$ cat config.mk
export PLATFORM = sky130hd
export DESIGN_NAME = double_ended_queue
export DESIGN_NICKNAME = d
export VERILOG_FILES = /design/src/hw/rtl/dq_pkg.sv /design/src/hw/rtl/double_ended_queue.sv /design/src/hw/rtl/dq_ring_ram.sv
export SDC_FILE = /design/constraint.sdc
export NUM_CORES = 1
export LEC_CHECK = 0
export BUFFER_PORTS_ARGS = -buffer_cell sky130_fd_sc_hd__buf_4
export CAP_MARGIN = 5
export CORE_UTILIZATION = 40
export CTS_CLUSTER_SIZE = 25
export DETAILED_ROUTE_END_ITERATION = 10
export GPL_TIMING_DRIVEN = 0
export PLACE_DENSITY_LB_ADDON = 0.12
export REMOVE_ABC_BUFFERS = 1
export SLEW_MARGIN = 20
export SYNTH_ARGS = -nofsm -noshare
export SYNTH_HDL_FRONTEND = slang
export SYNTH_SLANG_ARGS = --single-unit
$ cat constraint.sdc
create_clock -name clk -period 7 [get_ports clk]
set_clock_uncertainty 0.15 [all_clocks]
set_input_delay 1.4 -clock clk [delete_from_list [all_inputs] [get_ports clk]]
set_output_delay 1.4 -clock clk [all_outputs]
set_load 0.005 [all_outputs]
$ cat src/hw/rtl/dq_pkg.sv
`default_nettype none
// ----------------------------------------------------------------------------
// dq_pkg
// Shared sizes, command codes, ring index arithmetic and the ring store
// access bundle for the double-ended queue.
// ----------------------------------------------------------------------------
package dq_pkg;

	localparam int DEPTH = 16;
	localparam int DW    = 32;
	localparam int AW    = $clog2(DEPTH);
	localparam int CW    = $clog2(DEPTH + 1);

	localparam logic [2:0] OP_PUSH_BACK  = 3'd0;
	localparam logic [2:0] OP_PUSH_FRONT = 3'd1;
	localparam logic [2:0] OP_POP_BACK   = 3'd2;
	localparam logic [2:0] OP_POP_FRONT  = 3'd3;
	localparam logic [2:0] OP_SEARCH     = 3'd4;

	localparam logic [DW-1:0] NEG_ONE = '1;

	typedef logic [AW-1:0] idx_t;
	typedef logic [CW-1:0] cnt_t;
	typedef logic [DW-1:0] word_t;

	typedef struct packed {
		logic  we;
		idx_t  waddr;
		word_t wdata;
		idx_t  raddr_a;
		idx_t  raddr_b;
	} ram_req_t;

	// ring position base + off, off no larger than DEPTH
	function automatic idx_t ring_add(input idx_t base, input cnt_t off);
		logic [AW:0] sum;
		sum = (AW+1)'(base) + (AW+1)'(off);
		if (sum >= (AW+1)'(DEPTH)) begin
			sum = sum - (AW+1)'(DEPTH);
		end
		return sum[AW-1:0];
	endfunction

	function automatic idx_t ring_dec(input idx_t base);
		idx_t r;
		if (base == '0) begin
			r = AW'(DEPTH - 1);
		end else begin
			r = base - AW'(1);
		end
		return r;
	endfunction

endpackage : dq_pkg
`default_nettype wire

$ cat src/hw/rtl/double_ended_queue.sv
`default_nettype none
// ----------------------------------------------------------------------------
// double_ended_queue
// Bounded double-ended queue of signed 32-bit values kept in a ring store.
// ----------------------------------------------------------------------------
// Commands are taken one at a time and in_stall stays high until the command
// is finished. Every command passes through ST_ENDS and ST_WAIT; a pop of a
// filled queue goes through ST_POP first and a search through ST_SEARCH, where
// read port a walks the filled entries one per cycle through one comparator.
// Every command ends by reading the front and back entries, so each result
// carries the queue's ends after that command.
// A push to a full queue is dropped and flagged; a pop of an empty queue
// returns -1 and is flagged. The result register holds its transfer while
// the next command is already being worked on.
module double_ended_queue (
	input  wire logic                   clk,
	input  wire logic                   arst_n,
	input  wire logic                   in_valid,
	output logic                        in_stall,
	input  wire logic [2:0]             op,
	input  wire logic signed [31:0]     value,
	output logic                        out_valid,
	input  wire logic                   out_stall,
	output logic signed [31:0]          popped_value,
	output logic                        found,
	output logic                        error,
	output logic                        empty_res,
	output logic signed [31:0]          front_value,
	output logic signed [31:0]          back_value
);
	import dq_pkg::*;

	typedef enum logic [2:0] {
		ST_IDLE,
		ST_POP,
		ST_SEARCH,
		ST_ENDS,
		ST_WAIT
	} state_t;

	state_t   state_q;
	idx_t     front_q;
	cnt_t     count_q;
	cnt_t     idx_q;
	logic     cmp_v_q;
	word_t    val_q;
	word_t    popped_q;
	logic     found_q;
	logic     err_q;
	ram_req_t req;
	word_t    rd_a;
	word_t    rd_b;

	logic in_xfer;
	logic out_free;
	logic out_load;
	logic full;
	logic empty;
	logic issuing;
	idx_t back_idx;
	idx_t front_dec;

	assign in_xfer   = in_valid && !in_stall;
	assign out_free  = !out_valid || !out_stall;
	assign out_load  = (state_q == ST_WAIT) && out_free;
	assign full      = (count_q == CW'(DEPTH));
	assign empty     = (count_q == '0);
	assign issuing   = (idx_q < count_q);
	assign back_idx  = ring_add(front_q, count_q - CW'(1));
	assign front_dec = ring_dec(front_q);
	assign in_stall  = (state_q != ST_IDLE);

	always_comb begin
		req         = '0;
		req.wdata   = value;
		req.raddr_a = (op == OP_POP_BACK) ? back_idx : front_q;
		req.raddr_b = back_idx;
		case (state_q)
			ST_IDLE: begin
				if (in_xfer && !full) begin
					if (op == OP_PUSH_BACK) begin
						req.we    = 1'b1;
						req.waddr = ring_add(front_q, count_q);
					end else if (op == OP_PUSH_FRONT) begin
						req.we    = 1'b1;
						req.waddr = front_dec;
					end
				end
			end
			ST_SEARCH: begin
				req.raddr_a = ring_add(front_q, idx_q);
			end
			default: begin
				req.raddr_a = front_q;
			end
		endcase
	end

	dq_ring_ram u_ram (
		.clk  (clk),
		.req  (req),
		.rd_a (rd_a),
		.rd_b (rd_b)
	);

	always_ff @(posedge clk or negedge arst_n) begin
		if (!arst_n) begin
			state_q      <= ST_IDLE;
			front_q      <= '0;
			count_q      <= '0;
			idx_q        <= '0;
			cmp_v_q      <= 1'b0;
			out_valid    <= 1'b0;
			val_q        <= '0;
			popped_q     <= '0;
			found_q      <= 1'b0;
			err_q        <= 1'b0;
			popped_value <= '0;
			found        <= 1'b0;
			error        <= 1'b0;
			empty_res    <= 1'b1;
			front_value  <= '0;
			back_value   <= '0;
		end else begin
			if (out_valid && !out_stall && !out_load) begin
				out_valid <= 1'b0;
			end
			unique case (state_q)
				ST_IDLE: begin
					if (in_xfer) begin
						val_q    <= value;
						popped_q <= '0;
						found_q  <= 1'b0;
						err_q    <= 1'b0;
						idx_q    <= '0;
						cmp_v_q  <= 1'b0;
						state_q  <= ST_ENDS;
						case (op)
							OP_PUSH_BACK: begin
								if (full) begin
									err_q <= 1'b1;
								end else begin
									count_q <= count_q + CW'(1);
								end
							end
							OP_PUSH_FRONT: begin
								if (full) begin
									err_q <= 1'b1;
								end else begin
									front_q <= front_dec;
									count_q <= count_q + CW'(1);
								end
							end
							OP_POP_BACK, OP_POP_FRONT: begin
								if (empty) begin
									popped_q <= NEG_ONE;
									err_q    <= 1'b1;
								end else begin
									// entry is read this cycle from the old position
									if (op == OP_POP_FRONT) begin
										front_q <= ring_add(front_q, CW'(1));
									end
									count_q <= count_q - CW'(1);
									state_q <= ST_POP;
								end
							end
							OP_SEARCH: begin
								state_q <= ST_SEARCH;
							end
							default: begin
							end
						endcase
					end
				end
				ST_POP: begin
					popped_q <= rd_a;
					state_q  <= ST_ENDS;
				end
				ST_SEARCH: begin
					// one read issued and one compare made per cycle
					if (cmp_v_q && (rd_a == val_q)) begin
						found_q <= 1'b1;
					end
					cmp_v_q <= issuing;
					if (issuing) begin
						idx_q <= idx_q + CW'(1);
					end else if (!cmp_v_q) begin
						state_q <= ST_ENDS;
					end
				end
				ST_ENDS: begin
					state_q <= ST_WAIT;
				end
				ST_WAIT: begin
					if (out_free) begin
						out_valid    <= 1'b1;
						popped_value <= popped_q;
						found        <= found_q;
						error        <= err_q;
						empty_res    <= empty;
						front_value  <= empty ? NEG_ONE : rd_a;
						back_value   <= empty ? NEG_ONE : rd_b;
						state_q      <= ST_IDLE;
					end
				end
				default: begin
					state_q <= ST_IDLE;
				end
			endcase
		end
	end

endmodule : double_ended_queue
`default_nettype wire

$ cat src/hw/rtl/dq_ring_ram.sv
`default_nettype none
// ----------------------------------------------------------------------------
// dq_ring_ram
// Ring store of the queue: one write port and two read ports, read data
// registered.
// ----------------------------------------------------------------------------
module dq_ring_ram (
	input  wire logic             clk,
	input  wire dq_pkg::ram_req_t req,
	output dq_pkg::word_t         rd_a,
	output dq_pkg::word_t         rd_b
);
	import dq_pkg::*;

	word_t mem_q [DEPTH];

	always_ff @(posedge clk) begin
		if (req.we) begin
			mem_q[req.waddr] <= req.wdata;
		end
		rd_a <= mem_q[req.raddr_a];
		rd_b <= mem_q[req.raddr_b];
	end

endmodule : dq_ring_ram
`default_nettype wire

# --- Word level (Yosys, flattened, before mapping) ---
# Memory sizes are Yosys's and may differ from the RTL's. A register that Yosys moved wholly into a read port is not among the register bits.
# Index checks and enable logic that the tools add are counted.
# Widths: inputs -> output; s select.
totals:
  ff_bits: 184
  ram_bits: 512
  inputBits: 39
  output_inout_bits: 101
  elab_cells: 132
  n_memories: 1
mem_list:
  columns: ["memory", "depth", "word_bits", "rd", "rd_ports_with_merged_regs", "write_ports", "line", "rtl"]
  rows:
  - ["u_ram.mem_q", 16, 32, 2, 2, 1, "dq_ring_ram.sv:15", "word_t mem_q [DEPTH];"]
classes:
  n_addsub: 12
  n_lt_le_gt_ge: 5
  eq_ne: 20
  n_mux: 46
  n_reduce_logical: 32
ops:
  columns: ["op", "count"]
  rows:
  - ["$mux 32", 5]
  - ["$pmux 32 s2", 1]
  - ["$mux 5", 8]
  - ["$mux 4", 9]
  - ["$eq 32x32->1", 1]
  - ["$ge 5x5->1 const B", 4]
  - ["$ne 2x2->1 const B", 10]
  - ["$pmux 5 s2", 2]
  - ["$sub 4x1->4 const B", 5]
  - ["$pmux 4 s2", 2]
  - ["$add 4x5->5", 3]
  - ["$pmux 3 s5", 1]
  - ["$eq 3x2->1 const B", 4]
  - ["$mux 3", 4]
  - ["$add 5x1->5 const B", 2]
  - ["$mux 1", 9]
  - ["$reduce_and 2->1", 4]
  - ["$reduce_bool 2->1", 4]
  - ["$eq 3x1->1 const B", 2]
  - ["$eq 3x3->1 const B", 2]
  - ["$logic_and 1x1->1", 6]
  - ["$logic_not 3->1", 2]
  - ["$pmux 1 s2", 3]
  - ["$reduce_and 3->1", 2]
  - ["15 further kinds", 20]

# --- Depth between registers and ports, before layout ---
depth:
  depth_word: 8
  mapped_depth: 13
  ltp_nobuf: 11

# --- By module ---
# From an unflattened synthesis, not the netlist that was laid out.
hier_totals:
  hier_cells: 1960
  area_unflattened_um2: 32403.6
by_module_without_submodules:
  columns: ["mod", "instances", "cells_each", "area_per_inst_um2", "seq_area_each_um2"]
  rows:
  - ["dq_ring_ram", 1, 1141, 24203.2, 16656.0]
  - ["double_ended_queue", 1, 819, 8200.4, 4605.7]

# --- Least setup slack after synthesis ---
# OpenSTA, ideal clock, no wires.
synth_timing:
  kind: "input to register"
  startpoint: "input in_valid"
  endpoint: "memory u_ram.mem_q[14][0] (netlist bit), enable pin"
  setup_ns: 0.421
  arrival_time_ns: 3.843
  required_time_ns: 6.429
  setup_slack_ns: 2.586
  path_stages: 5
  path_buffers: 0
  cell_sequence: "nand2_1 -> a2111o_1 -> a221o_1 -> nand2b_1 -> nor2_1"
synth_via:
  elab_chain_cells: 6
synth_rtl:
  columns: ["item", "line", "rtl"]
  rows:
  - ["start: declaration", "double_ended_queue.sv:18", "input wire logic in_valid,"]
  - ["$logic_and 1x1->1 *", "double_ended_queue.sv:63", "assign in_xfer = in_valid && !in_stall;"]
  - ["$logic_and 1x1->1 *", "double_ended_queue.sv:80", "if (in_xfer && !full) begin"]
  - ["$mux 5 *", "double_ended_queue.sv:80", null]
  - ["$mux 5 *", "double_ended_queue.sv:78", "case (state_q)"]
  - ["$mux 1", "dq_ring_ram.sv:18", "if (req.we) begin"]
  - ["$mux 1 (not written as such)", "dq_ring_ram.sv:19", "mem_q[req.waddr] <= req.wdata;"]
  - ["end: declaration", "dq_ring_ram.sv:15", null]
# Mark *: on every way between the ends. The rest lies on a longest branch, timed or not.

# --- Worst setup path after layout ---
layout_timing:
  startpoint: "register count_q[0]"
  endpoint: "register u_ram.rd_a[9], read port of u_ram.mem_q"
layout_via:
  elab_chain_cells: 6
  word_cells_on_any_way: 7
  cone_classes: "add/sub (3); order compare (1); mux (3)"
layout_rtl:
  columns: ["item", "line", "rtl"]
  rows:
  - ["start: declaration", "double_ended_queue.sv:43", "cnt_t count_q;"]
  - ["start signal: assignment", "double_ended_queue.sv:143", "count_q <= count_q + CW'(1);"]
  - ["start signal: assignment", "double_ended_queue.sv:151", "count_q <= count_q + CW'(1);"]
  - ["start signal: assignment", "double_ended_queue.sv:163", "count_q <= count_q - CW'(1);"]
  - ["$sub 5x1->5 *", "double_ended_queue.sv:69", "assign back_idx = ring_add(front_q, count_q - CW'(1));"]
  - ["$add 4x5->5 *", "dq_pkg.sv:37", "sum = (AW+1)'(base) + (AW+1)'(off);"]
  - ["$sub 4x1->4 / $ge 5x5->1 (equally long branches)", "dq_pkg.sv:39, dq_pkg.sv:38", null]
  - ["$mux 4 *", "dq_pkg.sv:38", "if (sum >= (AW+1)'(DEPTH)) begin"]
  - ["$mux 4 *", "double_ended_queue.sv:76", "req.raddr_a = (op == OP_POP_BACK) ? back_idx : front_q;"]
  - ["$pmux 4 s2 *", "double_ended_queue.sv:78", null]
  - ["end: declaration", "dq_ring_ram.sv:10", "output dq_pkg::word_t rd_a,"]
# Marks and branches as above.
# A chain may end at the register's enable or synchronous reset.

==> run metrics <==
share of cells above drive strength 1=20.23%; # fillers=6,992; xor and xnor area share after synthesis=1.340%; Final Max Slew Viols=0; synthesis-to-finish area growth=20.38%; port bufs=139; r2r startpoint=count_q[0]$_DFFE_PN0P_; mux contribution to synthesized area=12.81%; most common cell in the synthesized netlist=nand2_1; Ys Warns=0; design area=40,000 um^2; Setup crit start kind=flip-flop; drt pass-1 iters=5; crit share post-route=about 69%; ys async rst share=24.21%; Synth Area in Adders=less than 1%; Synth Register Bits=760; CTS tree=done; relative slew slack=40.63%; WP data required=7.34 ns; Clk Latency, worst-skew pair=~0.64 ns; largest family of logic cells by synthesized area=multiplexers; first-pass GRT wire length=146,200 um; post-synthesis simple-gate area fraction=between 10 and 15%; Max Cap Viol=0; Hold-fix buffers, CTS=0; CP startpoint=count_q[0]$_DFFE_PN0P_; Chip Width=290.2 um; register area share after synthesis=between 60 and 70%; WL per Instance=26.22 um; vias in the first global route=22,350; initial antenna violation count=2; # Post-CTS Setup Buffers=0; Core Footprint=approximately 82,000 um^2; post_cts resized=0; crit end category=flip-flop; status=finished, final reports clean; top post-synthesis cells by area=edfxtp_1 46%, dfrtp_1 14%, mux4_2 8.7%, nand2_1 6.4%, dfxtp_1 3.9%; Post-synth top cells=570 x nand2_1, 512 x edfxtp_1, 183 x dfrtp_1; Avg Synthesized Cell Area=13.55 um^2; Hold Path Class=reg2reg; Hold Crit Depth=1; post-route ant nets=0; Global Route Usage Sum=23.34%; CTS HTree Levels=3; DP Wirelength=roughly 65,000 um; WL final=98,040 um; unrepaired setup endpoints after global routing=no; Tmin final=4.810 ns; largest net degree at the start of global routing=92; Starting Density=between 40 and 50%; vias=21,860; # DRC=0; nets=roughly 2,700; Yosys top cell area share=roughly 46%; mapped cell area=between 30,000 and 40,000 um^2; crit-path max FO=38; Die Y=290.2 um; Synth area leader=edfxtp_1; DR iter-0 viols=2,090; Fmax=207.9 MHz; HP Start=u_ram.rd_b[4]$_DFF_P_; CTS Buf Count=84; clock root cell=clkbuf_16; CTS max path bufs=3; clock transition at the registers of the reported paths=approximately 0.060 ns; Clock Sinks=760; crit path DAT=5.15 ns; Overflow after GRT=0; Ports=140; ys flop type=edfxtp_1; Worst-Margin Slew=0.8866 ns; Placed Area=37,210 um^2; Synth Instances=2,452; distinct cell type count after synthesis=63; Synth Area in Compound Gates=7.247%; n_diodes=0; Final Wtd Congestion=0.7716; via density per instance=5.845; Worst Reg-to-Reg Cells=14; row count=105; # setup viols final=0; die area=~84,000 um^2; Worst Setup Path Type=reg2reg; Post-synth EDFFs=just over 500; final hold vios=0
-- worst paths after layout --
kind,end,slack [ns]
worst max-delay path,u_ram.rd_a[9]$_DFF_P_,2.19
worst min-delay path,back_value[4]$_DFFE_PN0P_,0.29
worst max register to register,u_ram.rd_a[9]$_DFF_P_,2.19
worst min register to register,back_value[4]$_DFFE_PN0P_,0.29
max in group asynchronous,val_q[9]$_DFFE_PN0P_,5.03
min in group asynchronous,count_q[1]$_DFFE_PN0P_,0.53
-- state kept, by name (all words and copies together) (netlist names), 4 cells and up --
signal	count
u_ram.rd_b	32
back_value	32
popped_q	32
val_q	32
popped_value	32
u_ram.mem_q	512
front_value	32
idx_q	5
front_q	4
count_q	5
u_ram.rd_a	32
-- critical path: stages, from the launching register on --
cell     delay (ns)
dfrtp_1        0.47
inv_1          0.17
ha_1           0.37
fa_4           1.19
buf_16         0.31
nor3_1         0.08
mux2i_1        0.24
o21ai_1        0.19
nor2_4         0.48
buf_12         0.25
buf_16         0.18
buf_12         0.19
a32oi_1        0.11
nand4_1        0.10
o21ai_1        0.10
-- routing by layer --
metal / part of all wire [%] / vias to the layer above / track usage, %
met5: 0.028 / - / 0
met4: 2.8 / 4 / 7.966
met3: 5.9 / 174 / 3.136
met2: 47 / 823 / 37.84
met1: 44 / 11260 / 32.36
li1: - / 9594 / -
-- cell usage in the layout, fill, tap and decap left out, types with 36 or more instances in the layout --
| master | n |
|---|---|
| a31oi_1 | 37 |
| a32oi_1 | 96 |
| edfxtp_1 | 512 |
| dfrtp_1 | 183 |
| mux2i_1 | 99 |
| o22a_1 | 64 |
| nand2_1 | 568 |
| mux4_2 | 128 |
| buf_16 | 56 |
| nand4_1 | 36 |
| dfxtp_1 | 64 |
| clkbuf_16 | 93 |
| nand3_1 | 138 |
| o21ai_1 | 38 |
| buf_4 | 141 |
-- cells by family after synthesis --
kind of cell | after synthesis
AND/OR/NAND/NOR | 852
flip-flops | 760
adder cells (fa/ha/maj) | 22
buffers and inverters | 189
AO/OA/AOI/OAI | 318
multiplexers | 261
XOR/XNOR | 50
-- area by class of cell --
| type | count | area [um^2] | area share (%) |
|---|---|---|---|
| clock buffer | 130 | 2590 | 6.474 |
| multi-input combinational | 1503 | 11360 | 28.39 |
| tap | 1070 | 1339 | 3.347 |
| timing repair buffer | 233 | 3191 | 7.975 |
| clock inverter | 28 | 209.0 | 0.5223 |
| sequential | 760 | 21260 | 53.15 |
| inverter | 15 | 56.30 | 0.1407 |
-- stage by stage --
stage | util (%) | setup WS (ns) | hold slack (ns) | setup TNS, ns | instances
global placement | 42.39 | -9.180 | 0.2778 | -3570.41 | 3487
floorplan | - | -2.635 | 0.2701 | -387.26 | 2278
global route | 48.72 | 2.013 | 0.2993 | 0 | 3739
finish | 48.72 | 2.190 | 0.2929 | 0 | 3739
detailed placement | 45.31 | 2.175 | 0.2776 | 0 | 3581
CTS | 48.72 | 2.169 | 0.2956 | 0 | 3739
Power is not shown: default switching activity piles up to over one toggle a cycle in this logic, so the estimate is an artifact.
